--- src/sv/ust_pkg.sv ---
// ----------------------------------------------------------------------------
// ust_pkg
// Shared types and constants for the UDP port socket table: transaction
// payloads, status and function codes, and the token that travels the chain.
// ----------------------------------------------------------------------------
package ust_pkg;

    localparam int TABLE_ENTRIES_DEF = 16;
    localparam int MAX_ENTRIES       = 64;
    localparam int IDX_W             = 6;      // holds any index below MAX_ENTRIES
    localparam logic [15:0] EPH_LOW_RST  = 16'd49152;
    localparam logic [15:0] EPH_HIGH_RST = 16'd65535;

    typedef enum logic [2:0] {
        FN_OPEN    = 3'd0,
        FN_CLOSE   = 3'd1,
        FN_BIND    = 3'd2,
        FN_DELIVER = 3'd3,
        FN_SEND    = 3'd4
    } func_t;

    typedef enum logic [2:0] {
        ST_OK        = 3'd0,
        ST_BAD_INDEX = 3'd1,
        ST_NOT_OPEN  = 3'd2,
        ST_CLASH     = 3'd3,
        ST_FULL      = 3'd4,
        ST_NO_MATCH  = 3'd5,
        ST_NO_IFACE  = 3'd6
    } status_t;

    localparam logic CFG_EPH_LOW  = 1'b0;
    localparam logic CFG_EPH_HIGH = 1'b1;

    typedef struct packed {
        logic [2:0]  func;
        logic [4:0]  socket_index;
        logic [3:0]  iface_id;
        logic [15:0] port_number;
    } in_t;

    typedef struct packed {
        logic [2:0]  status;
        logic [3:0]  entry_index;
        logic [15:0] source_port;
        logic [3:0]  send_iface;
    } out_t;

    // Search kind carried by a chain token
    typedef enum logic [1:0] {
        MODE_FREE  = 2'd0,     // first unused entry
        MODE_MATCH = 2'd1,     // first used entry reachable at port/iface
        MODE_CLASH = 2'd2      // first other used entry overlapping port/iface
    } mode_t;

    typedef struct packed {
        logic             valid;
        mode_t            mode;
        logic [IDX_W-1:0] idx;
        logic [3:0]       iface;
        logic [15:0]      port;
        logic             found;
        logic [IDX_W-1:0] hit_idx;
        logic             tgt_used;
        logic [3:0]       tgt_iface;
        logic [15:0]      tgt_port;
    } tok_t;

    typedef struct packed {
        logic             en;
        logic [IDX_W-1:0] idx;
        logic             used;
        logic [3:0]       iface;
        logic [15:0]      port;
    } wr_t;

endpackage

--- src/sv/udp_port_socket_table.sv ---
// ----------------------------------------------------------------------------
// udp_port_socket_table
// Socket table for UDP demultiplexing: open, close, bind, deliver lookup and
// source-port assignment over a chain of entry cells.
// ----------------------------------------------------------------------------
// Flow: a rejected index or unknown function skips the chain; a table
//   operation sends one token down the chain of N = TABLE_ENTRIES cells, one
//   cell per cycle; a send that searches a source port then streams up to N+2
//   candidate ports into the chain one per cycle and lets them drain.
// Throughput: one transaction in flight; the next input is taken once the
//   result sits in the output register.
// Reset: clears every entry, the output register and loads the ephemeral
//   range 49152..65535.
// ----------------------------------------------------------------------------
module udp_port_socket_table #(
    parameter int TABLE_ENTRIES = ust_pkg::TABLE_ENTRIES_DEF
) (
    input  logic          clk,
    input  logic          rst_n,
    input  logic          in_valid,
    output logic          in_stall,
    input  ust_pkg::in_t  in_data,
    output logic          out_valid,
    input  logic          out_stall,
    output ust_pkg::out_t out_data,
    input  logic          cfg_we,
    input  logic          cfg_index,
    input  logic [15:0]   cfg_data
);
    import ust_pkg::*;

    // Candidate budget: port 0 plus every port held by another entry
    localparam int CAND_MAX = TABLE_ENTRIES + 2;
    localparam int CNT_W    = $clog2(CAND_MAX + 1);

    typedef enum logic [1:0] {
        S_IDLE,
        S_SCAN,
        S_EPH,
        S_RESP
    } state_t;

    state_t      state_reg;
    in_t         req_reg;
    out_t        res_reg;
    out_t        out_reg;
    logic        out_valid_reg;
    wr_t         wr_reg;            // en marks a pending table write
    logic [15:0] eph_low_reg;
    logic [15:0] eph_high_reg;
    logic [3:0]  use_if_reg;
    logic [3:0]  tgt_iface_reg;
    logic [15:0] cand_reg;
    logic [CNT_W-1:0] inj_cnt_reg;
    logic [CNT_W-1:0] fly_cnt_reg;
    logic [CNT_W-1:0] fly_cnt_next;
    logic        inj_on_reg;
    logic        pfound_reg;
    logic [15:0] pport_reg;

    tok_t        chain [0:TABLE_ENTRIES];
    tok_t        tok_head;
    tok_t        tok_end;
    wr_t         wr_bus;

    logic        in_acc;
    logic        slot_free;
    logic        bad_idx;
    logic        needs_idx;
    logic        go_scan;
    logic        inj_last;

    // Scan decision
    out_t        dec_res;
    wr_t         dec_wr;
    logic        dec_eph;
    logic [3:0]  dec_use_if;

    // Early reply and search outcome
    out_t        rej_res;
    out_t        eph_res;
    wr_t         eph_wr;

    assign in_stall  = (state_reg != S_IDLE);
    assign in_acc    = in_valid && !in_stall;
    assign slot_free = !out_valid_reg || !out_stall;
    assign out_valid = out_valid_reg;
    assign out_data  = out_reg;
    assign tok_end   = chain[TABLE_ENTRIES];

    assign bad_idx   = ({2'b00, in_data.socket_index} >= 7'(TABLE_ENTRIES));
    always_comb
    begin
        case (func_t'(in_data.func))
            FN_CLOSE, FN_BIND, FN_SEND: needs_idx = 1'b1;
            default:                    needs_idx = 1'b0;
        endcase
    end
    assign go_scan = in_acc && (in_data.func <= FN_SEND) && !(needs_idx && bad_idx);

    // Reply for a transaction rejected before any table access
    always_comb
    begin
        rej_res        = '0;
        rej_res.status = (in_data.func > FN_SEND) ? ST_NO_MATCH : ST_BAD_INDEX;
    end

    // Token injected at the head: one request token, or a stream of candidates
    always_comb
    begin
        tok_head = '0;
        if (state_reg == S_EPH)
        begin
            tok_head.valid = inj_on_reg;
            tok_head.mode  = MODE_MATCH;
            tok_head.iface = use_if_reg;
            tok_head.port  = cand_reg;
        end
        else
        begin
            tok_head.valid = go_scan;
            tok_head.idx   = IDX_W'(in_data.socket_index);
            tok_head.iface = in_data.iface_id;
            tok_head.port  = in_data.port_number;
            case (func_t'(in_data.func))
                FN_OPEN: tok_head.mode = MODE_FREE;
                FN_BIND: tok_head.mode = MODE_CLASH;
                default: tok_head.mode = MODE_MATCH;
            endcase
        end
    end

    assign chain[0] = tok_head;

    // Write broadcast: commit the pending update as the result is released
    always_comb
    begin
        wr_bus    = wr_reg;
        wr_bus.en = wr_reg.en && (state_reg == S_RESP) && slot_free;
    end

    genvar g;
    generate
        for (g = 0; g < TABLE_ENTRIES; g++)
        begin : g_cell
            ust_cell #(
                .IDX (g)
            ) u_cell (
                .clk     (clk),
                .rst_n   (rst_n),
                .wr      (wr_bus),
                .tok_in  (chain[g]),
                .tok_out (chain[g+1])
            );
        end
    endgenerate

    // Decide the outcome of a single request token leaving the chain
    always_comb
    begin
        dec_res    = '0;
        dec_wr     = '0;
        dec_eph    = 1'b0;
        dec_use_if = (tok_end.tgt_iface != 4'd0) ? tok_end.tgt_iface : req_reg.iface_id;
        dec_wr.idx = IDX_W'(req_reg.socket_index);
        case (func_t'(req_reg.func))
            FN_OPEN:
            begin
                if (tok_end.found)
                begin
                    dec_res.status      = ST_OK;
                    dec_res.entry_index = tok_end.hit_idx[3:0];
                    dec_wr.en           = 1'b1;
                    dec_wr.idx          = tok_end.hit_idx;
                    dec_wr.used         = 1'b1;
                end
                else
                begin
                    dec_res.status = ST_FULL;
                end
            end
            FN_CLOSE:
            begin
                if (!tok_end.tgt_used)
                begin
                    dec_res.status = ST_NOT_OPEN;
                end
                else
                begin
                    dec_res.status = ST_OK;
                    dec_wr.en      = 1'b1;
                end
            end
            FN_BIND:
            begin
                if (!tok_end.tgt_used)
                begin
                    dec_res.status = ST_NOT_OPEN;
                end
                else if (tok_end.found)
                begin
                    dec_res.status = ST_CLASH;
                end
                else
                begin
                    dec_res.status = ST_OK;
                    dec_wr.en      = 1'b1;
                    dec_wr.used    = 1'b1;
                    dec_wr.iface   = req_reg.iface_id;
                    dec_wr.port    = req_reg.port_number;
                end
            end
            FN_DELIVER:
            begin
                if (tok_end.found)
                begin
                    dec_res.status      = ST_OK;
                    dec_res.entry_index = tok_end.hit_idx[3:0];
                end
                else
                begin
                    dec_res.status = ST_NO_MATCH;
                end
            end
            FN_SEND:
            begin
                if (!tok_end.tgt_used)
                begin
                    dec_res.status = ST_NOT_OPEN;
                end
                else if (dec_use_if == 4'd0)
                begin
                    dec_res.status = ST_NO_IFACE;
                end
                else if (tok_end.tgt_port != 16'd0)
                begin
                    dec_res.status      = ST_OK;
                    dec_res.source_port = tok_end.tgt_port;
                    dec_res.send_iface  = dec_use_if;
                end
                else
                begin
                    // Unbound: search the ephemeral range
                    dec_res.status = ST_NO_IFACE;
                    dec_eph        = 1'b1;
                end
            end
            default:
            begin
                dec_res.status = ST_NO_MATCH;
            end
        endcase
    end

    // Result and table update once a free source port has been found
    always_comb
    begin
        eph_res             = res_reg;
        eph_res.status      = ST_OK;
        eph_res.source_port = pport_reg;
        eph_res.send_iface  = use_if_reg;
        eph_wr              = '0;
        eph_wr.en           = 1'b1;
        eph_wr.idx          = IDX_W'(req_reg.socket_index);
        eph_wr.used         = 1'b1;
        eph_wr.iface        = tgt_iface_reg;
        eph_wr.port         = pport_reg;
    end

    // Stop injecting at the range end or once the candidate budget is spent
    assign inj_last = (cand_reg == eph_high_reg) || (inj_cnt_reg == CNT_W'(CAND_MAX - 1));

    always_comb
    begin
        fly_cnt_next = fly_cnt_reg;
        if (inj_on_reg && !tok_end.valid)
        begin
            fly_cnt_next = fly_cnt_reg + CNT_W'(1);
        end
        else if (!inj_on_reg && tok_end.valid)
        begin
            fly_cnt_next = fly_cnt_reg - CNT_W'(1);
        end
    end

    always_ff @(posedge clk or negedge rst_n)
    begin
        if (!rst_n)
        begin
            state_reg     <= S_IDLE;
            out_valid_reg <= 1'b0;
            wr_reg        <= '0;
            eph_low_reg   <= EPH_LOW_RST;
            eph_high_reg  <= EPH_HIGH_RST;
            inj_on_reg    <= 1'b0;
            inj_cnt_reg   <= '0;
            fly_cnt_reg   <= '0;
            pfound_reg    <= 1'b0;
            req_reg       <= '0;
            res_reg       <= '0;
            out_reg       <= '0;
            use_if_reg    <= 4'd0;
            tgt_iface_reg <= 4'd0;
            cand_reg      <= 16'd0;
            pport_reg     <= 16'd0;
        end
        else
        begin
            // Configuration writes
            if (cfg_we)
            begin
                unique case (cfg_index)
                    CFG_EPH_LOW:  eph_low_reg  <= cfg_data;
                    CFG_EPH_HIGH: eph_high_reg <= cfg_data;
                    default:      ;
                endcase
            end

            // Load a finished result, or drop the one the downstream side takes
            if ((state_reg == S_RESP) && slot_free)
            begin
                out_valid_reg <= 1'b1;
            end
            else if (out_valid_reg && !out_stall)
            begin
                out_valid_reg <= 1'b0;
            end

            unique case (state_reg)
                S_IDLE:
                begin
                    if (in_acc)
                    begin
                        req_reg   <= in_data;
                        wr_reg.en <= 1'b0;
                        res_reg   <= rej_res;
                        if (go_scan)
                        begin
                            state_reg <= S_SCAN;
                        end
                        else
                        begin
                            state_reg <= S_RESP;
                        end
                    end
                end
                S_SCAN:
                begin
                    if (tok_end.valid)
                    begin
                        res_reg       <= dec_res;
                        wr_reg        <= dec_wr;
                        use_if_reg    <= dec_use_if;
                        tgt_iface_reg <= tok_end.tgt_iface;
                        cand_reg      <= eph_low_reg;
                        inj_cnt_reg   <= '0;
                        fly_cnt_reg   <= '0;
                        pfound_reg    <= 1'b0;
                        if (dec_eph && (eph_low_reg <= eph_high_reg))
                        begin
                            inj_on_reg <= 1'b1;
                            state_reg  <= S_EPH;
                        end
                        else
                        begin
                            state_reg <= S_RESP;
                        end
                    end
                end
                S_EPH:
                begin
                    // Advance the candidate stream
                    if (inj_on_reg)
                    begin
                        inj_cnt_reg <= inj_cnt_reg + CNT_W'(1);
                        if (inj_last)
                        begin
                            inj_on_reg <= 1'b0;
                        end
                        else
                        begin
                            cand_reg <= cand_reg + 16'd1;
                        end
                    end
                    fly_cnt_reg <= fly_cnt_next;

                    // Candidates return in order: keep the first free nonzero port
                    if (tok_end.valid && !pfound_reg && !tok_end.found &&
                        (tok_end.port != 16'd0))
                    begin
                        pfound_reg <= 1'b1;
                        pport_reg  <= tok_end.port;
                    end

                    if (!inj_on_reg && (fly_cnt_reg == '0))
                    begin
                        if (pfound_reg)
                        begin
                            res_reg <= eph_res;
                            wr_reg  <= eph_wr;
                        end
                        state_reg <= S_RESP;
                    end
                end
                S_RESP:
                begin
                    // Hold until the output register is free, then release
                    if (slot_free)
                    begin
                        out_reg   <= res_reg;
                        wr_reg.en <= 1'b0;
                        state_reg <= S_IDLE;
                    end
                end
                default:
                begin
                    state_reg <= S_IDLE;
                end
            endcase
        end
    end

endmodule

--- src/sv/ust_cell.sv ---
// ----------------------------------------------------------------------------
// ust_cell
// One socket table entry plus one token stage. Compares the passing token
// against the entry, records the first hit and the addressed entry's fields.
// ----------------------------------------------------------------------------
module ust_cell #(
    parameter int IDX = 0
) (
    input  logic         clk,
    input  logic         rst_n,
    input  ust_pkg::wr_t  wr,
    input  ust_pkg::tok_t tok_in,
    output ust_pkg::tok_t tok_out
);
    import ust_pkg::*;

    localparam logic [IDX_W-1:0] MY_IDX = IDX_W'(IDX);

    logic        used_reg;
    logic [3:0]  iface_reg;
    logic [15:0] port_reg;
    tok_t        tok_reg;
    tok_t        tok_next;
    logic        port_eq;
    logic        iface_ok;
    logic        hit;

    assign port_eq  = (port_reg == tok_in.port);
    assign iface_ok = (iface_reg == 4'd0) || (iface_reg == tok_in.iface);

    always_comb
    begin
        case (tok_in.mode)
            MODE_FREE:  hit = !used_reg;
            MODE_MATCH: hit = used_reg && port_eq && iface_ok;
            MODE_CLASH: hit = (tok_in.idx != MY_IDX) && used_reg && port_eq &&
                              (iface_ok || (tok_in.iface == 4'd0));
            default:    hit = 1'b0;
        endcase
    end

    always_comb
    begin
        tok_next = tok_in;
        if (!tok_in.found && hit)
        begin
            tok_next.found   = 1'b1;
            tok_next.hit_idx = MY_IDX;
        end
        if (tok_in.idx == MY_IDX)
        begin
            tok_next.tgt_used  = used_reg;
            tok_next.tgt_iface = iface_reg;
            tok_next.tgt_port  = port_reg;
        end
    end

    always_ff @(posedge clk or negedge rst_n)
    begin
        if (!rst_n)
        begin
            used_reg  <= 1'b0;
            iface_reg <= 4'd0;
            port_reg  <= 16'd0;
            tok_reg   <= '0;
        end
        else
        begin
            tok_reg <= tok_next;
            if (wr.en && (wr.idx == MY_IDX))
            begin
                used_reg  <= wr.used;
                iface_reg <= wr.iface;
                port_reg  <= wr.port;
            end
        end
    end

    assign tok_out = tok_reg;

endmodule

--- config.mk ---
export PLATFORM = sky130hd
export DESIGN_NAME = udp_port_socket_table
export DESIGN_NICKNAME = d
export VERILOG_FILES = /design/src/sv/ust_pkg.sv /design/src/sv/udp_port_socket_table.sv /design/src/sv/ust_cell.sv
export SDC_FILE = /design/constraint.sdc
export NUM_CORES = 2
export LEC_CHECK = 0
export ABC_CLOCK_PERIOD_IN_PS = 2600
export BUFFER_PORTS_ARGS = -buffer_cell sky130_fd_sc_hd__buf_4
export CAP_MARGIN = 20
export CORE_MARGIN = 3
export CORE_UTILIZATION = 45
export DETAILED_ROUTE_END_ITERATION = 12
export RECOVER_POWER = 50
export SETUP_SLACK_MARGIN = 0.5
export SYNTH_ARGS = -nofsm -noshare
export SYNTH_HDL_FRONTEND = slang
export SYNTH_SLANG_ARGS = --single-unit
--- constraint.sdc ---
create_clock -name clk -period 2.6 [get_ports clk]
set_input_delay 0.39 -clock clk [delete_from_list [all_inputs] [get_ports clk]]
set_output_delay 0.39 -clock clk [all_outputs]
set_load 0.05 [all_outputs]
==> metrics <==
Antenna Nets Post-Route=0; largest net degree at the start of global routing=94; critical path startpoint category=flop; H-tree depth=4; Slew @ Worst Pin=2060 ps; Fin Clk Skew=26.8 ps; fin. max-slew vios=50; Fillers=9,482; Die W=347 µm; CTS tree=done; fraction of registers with async set/reset=1.00; Seq/Total Area, Yosys=0.657; area of the mapped netlist=0.0522 mm²; first-pass GRT wire length=204 mm; row cnt=124; total of max-cap violations=1; run status=finished, violations left; PD cells=1050 mW/mm²; CP endpoint kind=flop; Clock power frac=0.315; worst setup path category=reg2reg; Sw Ratio=0.324; port bufs=78; sw power=21.4 mW; Worst VDD drop=0.733 mV; Post-layout nets=4,009; Core ar.=0.115 mm²; Fin. Hold Viols=0; Worst Hold Class=in2reg; Fmax=0.406 GHz; TritonRoute pass-1 iters=5; Slew Limit Headroom=-0.376; CP Data Arrival Time=3120 ps; DRC=0; Reg area=0.0343 mm²; worst skew pair latency=750 ps; Syn Area/Cell=14.5 µm²; top cells by area, synth=dfrtp_1 65%, mux2_2 16%, xnor2_1 3.8%; GPL Wtd Cong=0.867; Routed WL per cell=24.4 µm; Final Cycle Share=0.947; Yosys cell types=75; drt via density=5.37; reg2reg start=state_reg[0]; antenna violations before repair=5; Reg2Reg Setup Slack=140 ps; die area=0.120 mm²; most instantiated library cell after synthesis=dfrtp_1; worst r2r path cells=9; Synth top area share=0.648; Final TNS setup=0 ps; reg2reg end=g_cell[0].u_cell.tok_out[27]; # IOs=79; Cell Int Power=44.6 mW; RSZ-0062 raised after global routing=yes; total power=66.0 mW; cells after synthesis=3,592; vias in the first global route=31,100; number of flip-flops in the largest register=838; DR vias=29,900; sequential share of power=0.471; failing checks=capacitance limit, slew limit; GR Overflow Total=0; Final Critical Period=2460 ps; Multi-input gate area=0.0179 mm²; worst-case clock buffer depth=3; Syn. warnings=0; FF+latch count, synth=1,370; CP required=3260 ps; crit path max fanout=8; clock sinks=1,370; ys flop type=dfrtp_1; DPL Wire Length=94.4 mm; DRT Wirelength=136 mm; combinational power share=0.214; top post-synthesis cells by count=1,352 x dfrtp_1, 762 x mux2_2, 229 x xnor2_1; total track usage=0.227; area leader, netlist=dfrtp_1; Area growth syn-to-layout=19.7%; CTS clock-pin slew for the worst setup and hold paths=60 ps; Initial Utilization=0.455; Num CTS Buffers=143; final setup fails=0; syn_nets=3,669; Die Span Y=347 µm; share of layout cells above drive strength 1=0.358; P_leak=29.3 nW; end of the critical path=g_cell[0].u_cell.tok_out[27]; DR iter-0 viols=2,184; EDFF count, synth=0; CTS root buffer=clkbuf_16; Worst Setup SP=state_reg[0]
## layer usage
metal	up-vias	GRT usage	wire length, µm
met4	0	0.0616	3080
met3	187	0.0350	6140
met5	-	0	0
li1	13300	-	-
met2	655	0.371	66500
met1	15800	0.319	59800
## per-stage QoR
stage / setup WS [ps] / util / hold WS (ps) / instance area (µm²) / cells
after global routing: 60.5 / 0.545 / 36.7 / 62500 / 5561
after CTS: 195 / 0.540 / 6.28 / 62000 / 5521
after global placement: 103 / 0.486 / 311 / 55800 / 5173
after detailed placement: 41.0 / 0.486 / 312 / 55800 / 5173
after floorplan: 327 / - / 94.4 / 52300 / 3592
final: 138 / 0.545 / 52.4 / 62500 / 5565
## cell type report
| class | count | area share |
|---|---|---|
| antenna | 7 | 0.000280 |
| clock buffer | 208 | 0.0666 |
| clock inverter | 51 | 0.0107 |
| inverter | 61 | 0.00398 |
| multi-input combinational | 2016 | 0.286 |
| sequential | 1370 | 0.549 |
| tap | 1512 | 0.0302 |
| timing repair buffer | 340 | 0.0538 |
## how the worst min path moves through the flow
stage	start	slack, ps	cells after the start	endpoint
after floorplan	rst_n	90	0	cand_reg[0]
after global placement	rst_n	310	1	g_cell[15].u_cell.tok_out[23]
after detailed placement	rst_n	310	1	g_cell[15].u_cell.tok_out[23]
after CTS	in_valid	6	3	g_cell[0].u_cell.tok_out[56]
after global routing	in_valid	40	3	g_cell[0].u_cell.tok_out[56]
final	in_valid	50	4	state_reg[1]
## critical path, cell delays in order (launching register included)
cell	delay (ps)
dfrtp_1	380
inv_2	80
ha_4	220
buf_4	140
mux2_1	360
xor2_1	160
nor4_2	330
o2111ai_1	170
or4_4	440
o31ai_2	70
## kinds of logic after synthesis
logic type | after synthesis | share of synthesized area
AOI/OAI and AO/OA | 297 | 0.0364
DFF | 1370 | 0.657
xor gates and xnor gates | 335 | 0.0562
adders and majority gates | 27 | 0.00661
muxes | 785 | 0.169
buffers and inverters | 209 | 0.0161
and+or+nand+nor | 569 | 0.0589
## power groups by stage
| stage | registers [mW] | clock network (mW) | logic, mW |
|---|---|---|---|
| floorplan | 28.7 | 0 | 8.46 |
| global placement | 31.3 | 0 | 12.4 |
| detailed placement | 31.4 | 0 | 12.5 |
| CTS | 31.1 | 21.2 | 13.3 |
| global route | 31.5 | 22.1 | 15.3 |
| finish | 31.1 | 20.8 | 14.1 |
## placed cells by master, fill, tap and decap left out, types with 50 or more instances in the layout
cell type / n
nor2_1: 64
dfrtp_1: 1346
xor2_1: 105
o21ai_0: 50
xnor2_1: 225
buf_4: 190
a21oi_1: 73
nand4_1: 65
nor2b_1: 51
mux2_2: 754
inv_1: 50
nand2_1: 104
clkbuf_16: 148
## repair_timing
item                                    in CTS  in global routing
endpoints found under the setup margin     418                452
buffers inserted                            34                 32
hold buffers                                46                  0
gates resized for setup                     91                 88
pin swaps                                   29                 42
gates cloned                                 9                  5
hold endpoints to repair                   538                  0
Power figures use the tool's default switching activity.
